### config.mk
export PLATFORM = sky130hd
export DESIGN_NAME = soft_timer_bank_unit
export DESIGN_NICKNAME = d
export VERILOG_FILES = /design/src/rtl/core/stb_pkg.sv /design/src/rtl/core/stb_ram.sv /design/src/rtl/core/stb_ctrl.sv /design/src/rtl/core/stb_dp.sv /design/src/rtl/core/soft_timer_bank_unit.sv
export SDC_FILE = /design/constraint.sdc
export NUM_CORES = 1
export LEC_CHECK = 0
export BUFFER_PORTS_ARGS = -buffer_cell sky130_fd_sc_hd__buf_2
export CAP_MARGIN = 20
export CORE_MARGIN = 2
export CORE_UTILIZATION = 45
export DETAILED_ROUTE_END_ITERATION = 6
export GPL_ROUTABILITY_DRIVEN = 0
export HOLD_SLACK_MARGIN = 0.1
export PLACE_DENSITY = 0.64
export SLEW_MARGIN = 20
export SYNTH_ARGS = -nofsm -noshare
export SYNTH_HDL_FRONTEND = slang
export SYNTH_SLANG_ARGS = --single-unit
### constraint.sdc
create_clock -name clk -period 8.2 [get_ports clk]
set_clock_uncertainty 0.15 [all_clocks]
set_input_delay 1.64 -clock clk [delete_from_list [all_inputs] [get_ports clk]]
set_output_delay 1.64 -clock clk [all_outputs]
set_load 0.01 [all_outputs]
### src/rtl/core/stb_pkg.sv
// shared types and constants for the soft timer bank
package stb_pkg;

  localparam int SLOT_FW = 3;
  localparam int TIME_W  = 32;

  typedef enum logic [1:0] {
    FUNC_TICK  = 2'd0,
    FUNC_SET   = 2'd1,
    FUNC_UNSET = 2'd2,
    FUNC_SCAN  = 2'd3
  } func_t;

  typedef struct packed {
    logic              repeats;
    logic [TIME_W-1:0] duration;
    logic [TIME_W-1:0] start;
  } slot_rec_t;

  typedef struct packed {
    logic acc;
    logic rd_en;
    logic ev_vld;
    logic flush;
  } stb_cmd_t;

endpackage

### src/rtl/core/stb_ram.sv
// generic single write, single read ram with registered read data
module stb_ram #(
  parameter int WIDTH = 8,
  parameter int DEPTH = 8
) (
  input  logic                               clk,
  input  logic                               we,
  input  logic [(DEPTH > 1 ? $clog2(DEPTH) : 1)-1:0] waddr,
  input  logic [WIDTH-1:0]                   wdata,
  input  logic                               re,
  input  logic [(DEPTH > 1 ? $clog2(DEPTH) : 1)-1:0] raddr,
  output logic [WIDTH-1:0]                   rdata
);

  logic [WIDTH-1:0] mem [DEPTH];

  always_ff @(posedge clk) begin
    if (we) begin
      mem[waddr] <= wdata;
    end
    if (re) begin
      rdata <= mem[raddr];
    end
  end

endmodule

### src/rtl/core/stb_ctrl.sv
// controller state machine: accepts items and sequences the slot scan
module stb_ctrl
  import stb_pkg::*;
#(
  parameter int NUM_SLOTS = 8,
  parameter int SLOT_W    = 3
) (
  input  logic              clk,
  input  logic              rst_n,
  input  logic              start,
  input  logic [1:0]        in_func,
  output logic              busy,
  output stb_cmd_t          cmd,
  output logic [SLOT_W-1:0] rd_addr,
  output logic [SLOT_W-1:0] ev_idx
);

  typedef enum logic [1:0] {
    ST_IDLE,
    ST_SCAN,
    ST_DRAIN,
    ST_FLUSH
  } state_t;

  localparam logic [SLOT_W-1:0] LAST_IDX = SLOT_W'(NUM_SLOTS - 1);

  state_t            state_r;
  logic [SLOT_W-1:0] rd_idx_r;
  logic [SLOT_W-1:0] ev_idx_r;
  logic              ev_vld_r;

  always_ff @(posedge clk) begin
    if (!rst_n) begin
      state_r  <= ST_IDLE;
      ev_vld_r <= 1'b0;
      rd_idx_r <= '0;
    end else begin
      unique case (state_r)
        ST_IDLE: begin
          if (start && func_t'(in_func) == FUNC_SCAN) begin
            state_r  <= ST_SCAN;
            rd_idx_r <= '0;
          end
        end
        ST_SCAN: begin
          ev_vld_r <= 1'b1;
          ev_idx_r <= rd_idx_r;
          if (rd_idx_r == LAST_IDX) begin
            state_r <= ST_DRAIN;
          end else begin
            rd_idx_r <= rd_idx_r + 1'b1;
          end
        end
        ST_DRAIN: begin
          ev_vld_r <= 1'b0;
          state_r  <= ST_FLUSH;
        end
        ST_FLUSH: begin
          state_r <= ST_IDLE;
        end
      endcase
    end
  end

  assign busy       = (state_r != ST_IDLE);
  assign cmd.acc    = start && !busy;
  assign cmd.rd_en  = (state_r == ST_SCAN);
  assign cmd.ev_vld = ev_vld_r;
  assign cmd.flush  = (state_r == ST_FLUSH);
  assign rd_addr    = rd_idx_r;
  assign ev_idx     = ev_idx_r;

  a_idle_no_eval: assert property (@(posedge clk) disable iff (!rst_n)
    (state_r == ST_IDLE || state_r == ST_FLUSH) |-> !ev_vld_r)
    else $error("slot evaluation outside scan");

  a_scan_idx_range: assert property (@(posedge clk) disable iff (!rst_n)
    (state_r == ST_SCAN) |-> (rd_idx_r <= LAST_IDX))
    else $error("scan index past last slot");

  a_eval_follows_read: assert property (@(posedge clk) disable iff (!rst_n)
    ev_vld_r |-> ($past(state_r) == ST_SCAN && ev_idx_r == $past(rd_idx_r)))
    else $error("evaluated slot does not match read slot");

endmodule

### src/rtl/core/stb_dp.sv
// datapath: tick counter, armed flags, slot ram, expiry check and result register
module stb_dp
  import stb_pkg::*;
#(
  parameter int NUM_SLOTS = 8,
  parameter int SLOT_W    = 3
) (
  input  logic               clk,
  input  logic               rst_n,
  input  stb_cmd_t           cmd,
  input  logic [SLOT_W-1:0]  rd_addr,
  input  logic [SLOT_W-1:0]  ev_idx,
  input  logic [1:0]         in_func,
  input  logic [SLOT_FW-1:0] in_slot,
  input  logic [TIME_W-1:0]  in_duration_ms,
  input  logic               in_periodic,
  output logic               out_strobe,
  output logic               out_fired,
  output logic [SLOT_FW-1:0] out_fired_slot,
  output logic               out_last,
  output logic [TIME_W-1:0]  out_tick_count
);

  localparam int REC_W = $bits(slot_rec_t);

  logic [TIME_W-1:0]    tick_r, tick_nxt;
  logic [NUM_SLOTS-1:0] armed_r, armed_nxt;
  logic                 pend_vld_r, pend_vld_nxt;
  logic [SLOT_W-1:0]    pend_idx_r, pend_idx_nxt;
  logic                 out_strobe_r, out_strobe_nxt;
  logic                 out_fired_r, out_fired_nxt;
  logic [SLOT_FW-1:0]   out_slot_r, out_slot_nxt;
  logic                 out_last_r, out_last_nxt;

  logic              ram_we;
  logic [SLOT_W-1:0] ram_waddr;
  slot_rec_t         ram_wdata;
  slot_rec_t         rec;
  logic [REC_W-1:0]  ram_rdata;
  logic [TIME_W-1:0] elapsed;
  logic              slot_ok;
  logic              hit;

  stb_ram #(
    .WIDTH (REC_W),
    .DEPTH (NUM_SLOTS)
  ) u_slot_ram (
    .clk   (clk),
    .we    (ram_we),
    .waddr (ram_waddr),
    .wdata (REC_W'(ram_wdata)),
    .re    (cmd.rd_en),
    .raddr (rd_addr),
    .rdata (ram_rdata)
  );

  assign rec     = slot_rec_t'(ram_rdata);
  assign elapsed = tick_r - rec.start;
  assign slot_ok = (32'(in_slot) < 32'(NUM_SLOTS));
  assign hit     = cmd.ev_vld && armed_r[ev_idx] && (elapsed >= rec.duration);

  always_comb begin
    tick_nxt       = tick_r;
    armed_nxt      = armed_r;
    pend_vld_nxt   = pend_vld_r;
    pend_idx_nxt   = pend_idx_r;
    out_strobe_nxt = 1'b0;
    out_fired_nxt  = 1'b0;
    out_slot_nxt   = '0;
    out_last_nxt   = 1'b0;
    ram_we         = 1'b0;
    ram_waddr      = SLOT_W'(in_slot);
    ram_wdata      = '{repeats: in_periodic, duration: in_duration_ms, start: tick_r};

    if (cmd.acc) begin
      out_strobe_nxt = 1'b1;
      out_last_nxt   = 1'b1;
      unique case (func_t'(in_func))
        FUNC_TICK: tick_nxt = tick_r + 1'b1;
        FUNC_SET: begin
          if (slot_ok) begin
            armed_nxt[SLOT_W'(in_slot)] = 1'b1;
            ram_we = 1'b1;
          end
        end
        FUNC_UNSET: begin
          if (slot_ok) begin
            armed_nxt[SLOT_W'(in_slot)] = 1'b0;
          end
        end
        FUNC_SCAN: begin
          out_strobe_nxt = 1'b0;
          out_last_nxt   = 1'b0;
        end
      endcase
    end

    // a fire is held back until the next one shows whether it is the final item
    if (hit) begin
      if (pend_vld_r) begin
        out_strobe_nxt = 1'b1;
        out_fired_nxt  = 1'b1;
        out_slot_nxt   = SLOT_FW'(pend_idx_r);
      end
      pend_vld_nxt = 1'b1;
      pend_idx_nxt = ev_idx;
      if (rec.repeats) begin
        ram_we    = 1'b1;
        ram_waddr = ev_idx;
        ram_wdata = '{repeats: 1'b1, duration: rec.duration, start: tick_r};
      end else begin
        armed_nxt[ev_idx] = 1'b0;
      end
    end

    if (cmd.flush) begin
      out_strobe_nxt = 1'b1;
      out_last_nxt   = 1'b1;
      out_fired_nxt  = pend_vld_r;
      out_slot_nxt   = pend_vld_r ? SLOT_FW'(pend_idx_r) : '0;
      pend_vld_nxt   = 1'b0;
    end
  end

  always_ff @(posedge clk) begin
    if (!rst_n) begin
      tick_r       <= '0;
      armed_r      <= '0;
      pend_vld_r   <= 1'b0;
      out_strobe_r <= 1'b0;
    end else begin
      tick_r       <= tick_nxt;
      armed_r      <= armed_nxt;
      pend_vld_r   <= pend_vld_nxt;
      out_strobe_r <= out_strobe_nxt;
    end
    pend_idx_r  <= pend_idx_nxt;
    out_fired_r <= out_fired_nxt;
    out_slot_r  <= out_slot_nxt;
    out_last_r  <= out_last_nxt;
  end

  assign out_strobe     = out_strobe_r;
  assign out_fired      = out_fired_r;
  assign out_fired_slot = out_slot_r;
  assign out_last       = out_last_r;
  assign out_tick_count = tick_r;

  a_non_last_is_fire: assert property (@(posedge clk) disable iff (!rst_n)
    (out_strobe_r && !out_last_r) |-> out_fired_r)
    else $error("intermediate item without a fire");

endmodule

### src/rtl/core/soft_timer_bank_unit.sv
// top level of the soft timer bank: controller, datapath and slot ram
// Tick, set and unset are accepted while idle and their single result is strobed on the
// next cycle; busy stays low for them. A scan raises busy through its scan, drain and
// flush states: the slot ram gives one slot record per cycle through its read port, the
// expiry check runs in the cycle after each read, and each expired slot produces one
// result as the scan walks the slots. The final result of a scan is strobed in the first
// cycle after busy falls. The receiver cannot stall: every strobed result must be taken
// in that cycle. Only slots 0 to NUM_SLOTS - 1, and never above 7, are addressable.
module soft_timer_bank_unit
  import stb_pkg::*;
#(
  parameter int NUM_SLOTS = 8
) (
  input  logic               clk,
  input  logic               rst_n,
  input  logic               start,
  output logic               busy,
  input  logic [1:0]         in_func,
  input  logic [SLOT_FW-1:0] in_slot,
  input  logic [TIME_W-1:0]  in_duration_ms,
  input  logic               in_periodic,
  output logic               out_strobe,
  output logic               out_fired,
  output logic [SLOT_FW-1:0] out_fired_slot,
  output logic               out_last,
  output logic [TIME_W-1:0]  out_tick_count
);

  localparam int SLOT_W = (NUM_SLOTS > 1) ? $clog2(NUM_SLOTS) : 1;

  stb_cmd_t          cmd;
  logic [SLOT_W-1:0] rd_addr;
  logic [SLOT_W-1:0] ev_idx;

  stb_ctrl #(
    .NUM_SLOTS (NUM_SLOTS),
    .SLOT_W    (SLOT_W)
  ) u_ctrl (
    .clk     (clk),
    .rst_n   (rst_n),
    .start   (start),
    .in_func (in_func),
    .busy    (busy),
    .cmd     (cmd),
    .rd_addr (rd_addr),
    .ev_idx  (ev_idx)
  );

  stb_dp #(
    .NUM_SLOTS (NUM_SLOTS),
    .SLOT_W    (SLOT_W)
  ) u_dp (
    .clk            (clk),
    .rst_n          (rst_n),
    .cmd            (cmd),
    .rd_addr        (rd_addr),
    .ev_idx         (ev_idx),
    .in_func        (in_func),
    .in_slot        (in_slot),
    .in_duration_ms (in_duration_ms),
    .in_periodic    (in_periodic),
    .out_strobe     (out_strobe),
    .out_fired      (out_fired),
    .out_fired_slot (out_fired_slot),
    .out_last       (out_last),
    .out_tick_count (out_tick_count)
  );

endmodule
; Yosys cells after proc, flatten, opt, wreduce, memory -nomap -nowiden
; Memories as Yosys holds them, arrays and structs flattened. A register that Yosys moved wholly into a read port is not among the register bits.
; Cells that the tools add are included.
[totals]
reg_bits = 59
mem_bits_rw = 520
in_bits = 41
out_inout_bits = 39
elab_cells = 92
memories = 1
[mem_list]
columns = memory, words, word_bits, rd, rd_clocked_by_memory_dff, write_ports, line_no
row1 = u_dp.u_slot_ram.mem, 8, 65, 1, 1, 1, stb_ram.sv:15  ; logic [WIDTH-1:0] mem [DEPTH];
[op_classes]
n_addsub = 3
order_cmp = 5
n_eq_ne = 10
muxes = 38
bitwise = 6
n_reduce_logical = 17
[ops]
columns = operator, n
row1 = $mux W65, 2
row2 = $add A32 B1 Y32 const B, 1
row3 = $ge A32 B32 Y1, 1
row4 = $sub A32 B32 Y32, 1
row5 = $mux W8, 3
row6 = $mux W3, 7
row7 = $mux W1, 17
row8 = $and A8 B8 Y8, 2
row9 = $not A8 Y8, 2
row10 = $pmux W8 S2, 1
row11 = $eq A2 B2 Y1 const B, 4
row12 = $lt A3 B4 Y1 const B, 2
row13 = $or A8 B8 Y8, 1
row14 = $pmux W2 S4, 1
row15 = $demux W1 S3, 2
row16 = $ge A3 B1 Y1 const B, 2
row17 = $logic_and A1 B1 Y1, 6
row18 = $pmux W3 S2, 1
row19 = $reduce_and A2 Y1, 3
row20 = $reduce_bool A2 Y1, 3
row21 = $eq A2 B1 Y1 const B, 2
row22 = $logic_not A2 Y1, 2
row23 = $mux W2, 2
row24 = $ne A2 B2 Y1 const B, 2
row25 = other kinds (9), 9

; Logic depth before layout (Yosys ltp)
[logic_depth]
ltp_word = 11
depth_mapped = 23
ltp_nobuf = 21

; Hierarchy
; From an unflattened synthesis, not the netlist that was laid out.
[unflattened]
cells_unflattened = 1774
hier_area_um2 = 28522.4
[modules_own_cells]
columns = module, instances, cells_each, area_per_inst_um2
row1 = stb_ram, 1, 829, 21508.1
row2 = stb_dp, 1, 900, 6521.3
row3 = stb_ctrl, 1, 45, 493.0

; Worst setup path after synthesis
; No wires, ideal clock.
[synth_timing]
kind = register to register
start = register u_dp.tick_r[0], in the netlist u_dp.out_tick_count[0]
end = memory u_dp.u_slot_ram.mem[1][0] (netlist name), enable pin
setup_ns = 0.516
arrival_ns = 7.786
required_time_ns = 7.534
setup_slack_ns = -0.253
stages_incl_launch_ff = 23
period_less_slack_ns = 8.453
cell_sequence = dfxtp_1 > inv_1 > ha_1 > inv_1 > fa_1 > a21oi_1 > nor2_1 > or4_1 > and2_1 > a21oi_1 > o31ai_1 > a211oi_1 > xnor2_1 > ha_1 > nand4_1 > or2_2 > o31ai_1 > a211oi_1 > a21oi_1 > and2_1 > clkbuf_1 > buf_2 > mux2i_1
[synth_between]
elab_chain_len = 6
word_cells_on_any_way = 7
[synth_lines]
columns = element, line_no
row1 = from (decl), stb_dp.sv:26  ; logic [TIME_W-1:0] tick_r, tick_nxt;
row2 = from (signal assigned), stb_dp.sv:132  ; tick_r <= tick_nxt;
row3 = $sub A32 B32 Y32 *, stb_dp.sv:58  ; assign elapsed = tick_r - rec.start;
row4 = $ge A32 B32 Y1 *, stb_dp.sv:60  ; assign hit = cmd.ev_vld && armed_r[ev_idx] && (elapsed >= rec.duration);
row5 = $logic_and A1 B1 Y1 *, stb_dp.sv:60
row6 = $mux W1, stb_dp.sv:99  ; if (hit) begin
row7 = $mux W1, stb_ram.sv:18  ; if (we) begin
row8 = $mux W1 (not written as such), stb_ram.sv:19  ; mem[waddr] <= wdata;
row9 = to (decl), stb_ram.sv:15
; Mark *: on every way between the ends. The rest lies on a longest branch, timed or not.

; Final worst setup path
[layout_timing]
start = register u_dp.tick_r[0], in the netlist u_dp.out_tick_count[0]
end = memory u_dp.u_slot_ram.mem[7][13] (netlist name), enable pin
; Same word-level chain as after synthesis.

==> results by group <==
Timing
  – Period utilisation layout: about four fifths
  – Min Tclk post-route: about 6.7 ns
  – Final hold violation count: 0
  – Worst setup margin: 1.49 ns
  – Total negative slack: 0 ns
  – RSZ-0062 raised after global routing: false
  – Setup violations, final: 0
  – Max Clk Rate: around 150 MHz
  – Slew HR: 31.8%
  – Worst slew pin tran: 1.02 ns
  – Pins Over Slew Limit: 0

Synthesis
  – Compound-Gate Fraction of Synth Area: 4.00%
  – Register bit total from synthesis: around 640
  – Ys flop type: edfxtp_1
  – Synth Area in Simple Gates: 4.28%
  – Post-synthesis mux area share: 15.2%
  – Register area share after synthesis: 68.7%
  – Mapped Cells: around 1,600
  – Avg Inst Size Synth: 17.5 um^2
  – Largest family of logic cells by synthesized area: multiplexers
  – Post-Synth XOR/XNOR Area: 1.57%
  – EDFF count, synth: 591
  – Post-Syn Nets: 1,678
  – Post-synth ARST share: 0%
  – Synth cell types: 59
  – Area share of fa/ha/maj cells after synthesis: roughly 3.5%
  – Synth Warn #: 0
  – Synthesized area: 27,400 um^2

Layout
  – N_diodes: 0
  – Finished Layout Cells: 2,483
  – Area grow syn2layout: 12.9%
  – Filler Cell Count: 4,782
  – Layout cells sized above 1: 26.9%
  – NumNets Final: 1,764
  – Design area: 30,900 um^2

Route
  – Initial detailed-routing violation count: ~950
  – WL final: roughly 60,000 um
  – Wirelength per Cell: 23.5 um
  – DRC viols: 2
  – Routed vias/inst: 5.68
  – First-pass iteration count of the detailed router: 7
  – Routed Antenna Nets: 0
  – DR vias: 14,099

Clock tree
  – Clock transition at the registers of the reported paths: around 0.060 ns
  – Post-CTS resize count: 0
  – CTS tree: done
  – # H-tree levels: 3
  – Hold-fix buffers, CTS: 0
  – Root buffer cell: clkbuf_16
  – Clk Latency, worst-skew pair: 0.61 ns
  – Setup Buffers After CTS: 0
  – Num CTS Buffers: 68
  – Clock buffer depth: 3
  – TritonCTS Sinks: 644

Floorplanning
  – Chip height: 251 um
  – Core area: 60,200 um^2
  – Initial Util: roughly 45%
  – Die width: 251 um
  – Rows: 90
  – I/O pin count: 80
  – Die footprint: 62,800 um^2

GRT
  – Largest net degree at the start of global routing: between 60 and 70
  – Gr usage total: 19.0%
  – Global route overflow: 0
  – Initial antenna violation count: 0
  – First-pass GRT wire length: 88,800 um
  – Vias in the first global route: 14,484

Pwr
  – Power per cell area: 256 nW/um^2
  – Max VDD drop: ~150 uV
  – Lkg Pwr: ~10 nW
  – PnR Total Power: 0.00792 W

Setup path
  – Worst path required time: 8.31 ns
  – CP startpoint kind: flip-flop
  – CP max FO: 19
  – Setup CP Type: flip-flop to flip-flop
  – Data arrival, critical path: 6.82 ns
  – CP Capture Type: flip-flop

Placement
  – IO Port Bufs: 79
  – Placed Instances: 2,359
  – Placed Instance Area: approximately 29,000 um^2
  – HPWL Detailed: 35,500 um
  – Setup WS pre-CTS: 1.49 ns

Hold path
  – Hold WC Path Type: flip-flop to flip-flop

Run status
  – Failing checks: DRC
  – Status: complete, but fails checks

Run
  – Max_cap viols: 0
## worst max-delay path, stage by stage (launching register included)
cell and delay [ns]:
dfxtp_1 0.41, inv_1 0.13, ha_1 0.17, inv_1 0.05
fa_1 0.40, a21oi_1 0.18, nor2_1 0.09, or4_1 0.50
and2_1 0.20, a21oi_1 0.30, o31ai_1 0.19, a211oi_1 0.32
xnor2_1 0.12, ha_1 0.30, nand4_1 0.13, or2_2 0.34
o31ai_1 0.24, a211oi_1 0.07, a21oi_1 0.14, buf_4 0.22
and2_2 0.47, mux2i_4 0.78, buf_4 0.44
## cells by family after synthesis
group                    count (synthesis)
multiplexers                           238
flip-flops                             644
buffers and inverters                  166
XOR/XNOR                                49
AO/OA/AOI/OAI                          159
AND/OR/NAND/NOR                        229
adder cells (fa/ha/maj)                 76
## power breakdown
group,switching (W),internal [W],leakage (nW)
registers,0.000104,0.00376,5.68
clock network,0.00123,0.00179,1.08
logic,0.000589,0.000447,3.63
total,0.00192,0.00600,10.4
## worst paths after layout
kind,start,cells after the start,slack [ns],endpoint
setup / recovery,u_dp.out_tick_count[0],22,1.49,u_dp.u_slot_ram.mem[7][13]
setup reg to reg,u_dp.out_tick_count[0],22,1.49,u_dp.u_slot_ram.mem[7][13]
hold reg to reg,u_dp.pend_idx_r[2],1,0.33,u_dp.out_fired_slot[2]
hold / removal,u_dp.pend_idx_r[2],1,0.33,u_dp.out_fired_slot[2]
## Yosys cell counts, types with 9 or more instances
library cell / number / area share (%)
nand4_1: 13 / 0.30
edfxtp_1: 591 / 65
and2_1: 29 / 0.66
nand2b_1: 9 / 0.21
nand2_1: 50 / 0.69
and3_1: 12 / 0.27
or3_1: 10 / 0.23
buf_4: 32 / 0.88
nor2b_1: 13 / 0.30
a21o_1: 21 / 0.58
clkbuf_1: 40 / 0.55
a21oi_1: 42 / 0.77
o21ai_0: 24 / 0.44
mux2i_1: 9 / 0.33
inv_1: 77 / 1.1
mux4_2: 132 / 11
xor2_1: 10 / 0.32
ha_1: 75 / 3.4
mux2_2: 97 / 4.0
nand3_1: 21 / 0.38
xnor2_1: 39 / 1.2
a21boi_0: 10 / 0.27
buf_1: 14 / 0.19
dfxtp_1: 53 / 3.9
nor2_1: 48 / 0.66
## cell type report
cell class	instances	area [um^2]	share of cell area (%)
repair buffers	105	682	2.21
well taps	782	978	3.17
clock inverters	39	397	1.28
flip-flops and latches	644	18800	60.9
inverters	77	289	0.936
multi-input cells	751	7920	25.6
clock buffers	85	1810	5.85
## cell usage in the layout (no fill, tap or decap), types with 10 or more instances in the layout
cell type / instances
inv_1: 77
clkinv_1: 13
clkbuf_16: 69
nor2b_1: 13
a21oi_1: 42
buf_2: 79
a21o_1: 21
xnor2_1: 39
dfxtp_1: 50
and3_1: 12
mux2_2: 97
clkbuf_1: 14
or3_1: 10
a21boi_0: 10
nand4_1: 13
nand3_1: 21
xor2_1: 10
and2_1: 28
buf_4: 18
clkinv_2: 11
nor2_1: 48
nand2_1: 50
mux4_2: 132
ha_1: 74
o21ai_0: 24
edfxtp_1: 591
## metrics by stage
stage               hold slack (ns)  utilization [%]
floorplan                     0.271                -
global placement              0.319             47.6
detailed placement            0.320             47.6
CTS                           0.334             51.3
global route                  0.354             51.3
finish                        0.331             51.3
## state kept, by name, indices dropped and copies added, names as in the netlist, 2 cells and up
signal                 flops
u_dp.pend_idx_r            3
u_ctrl.state_r             2
u_dp.armed_r               8
u_dp.u_slot_ram.rdata     65
u_dp.u_slot_ram.mem      520
u_dp.out_fired_slot        3
u_ctrl.rd_addr             3
u_dp.out_tick_count       32
u_ctrl.ev_idx              3
## per-layer routing
| metal | wire [um] | global-route usage, % | up-vias |
|---|---|---|---|
| li1 | - | - | 6309 |
| met1 | 25300 | 25.9 | 7278 |
| met2 | 27800 | 29.9 | 409 |
| met3 | 3240 | 3.69 | 103 |
| met4 | 2110 | 7.96 | 0 |
| met5 | 0 | 0 | - |
No activity file was read; power rests on OpenSTA's default activity.
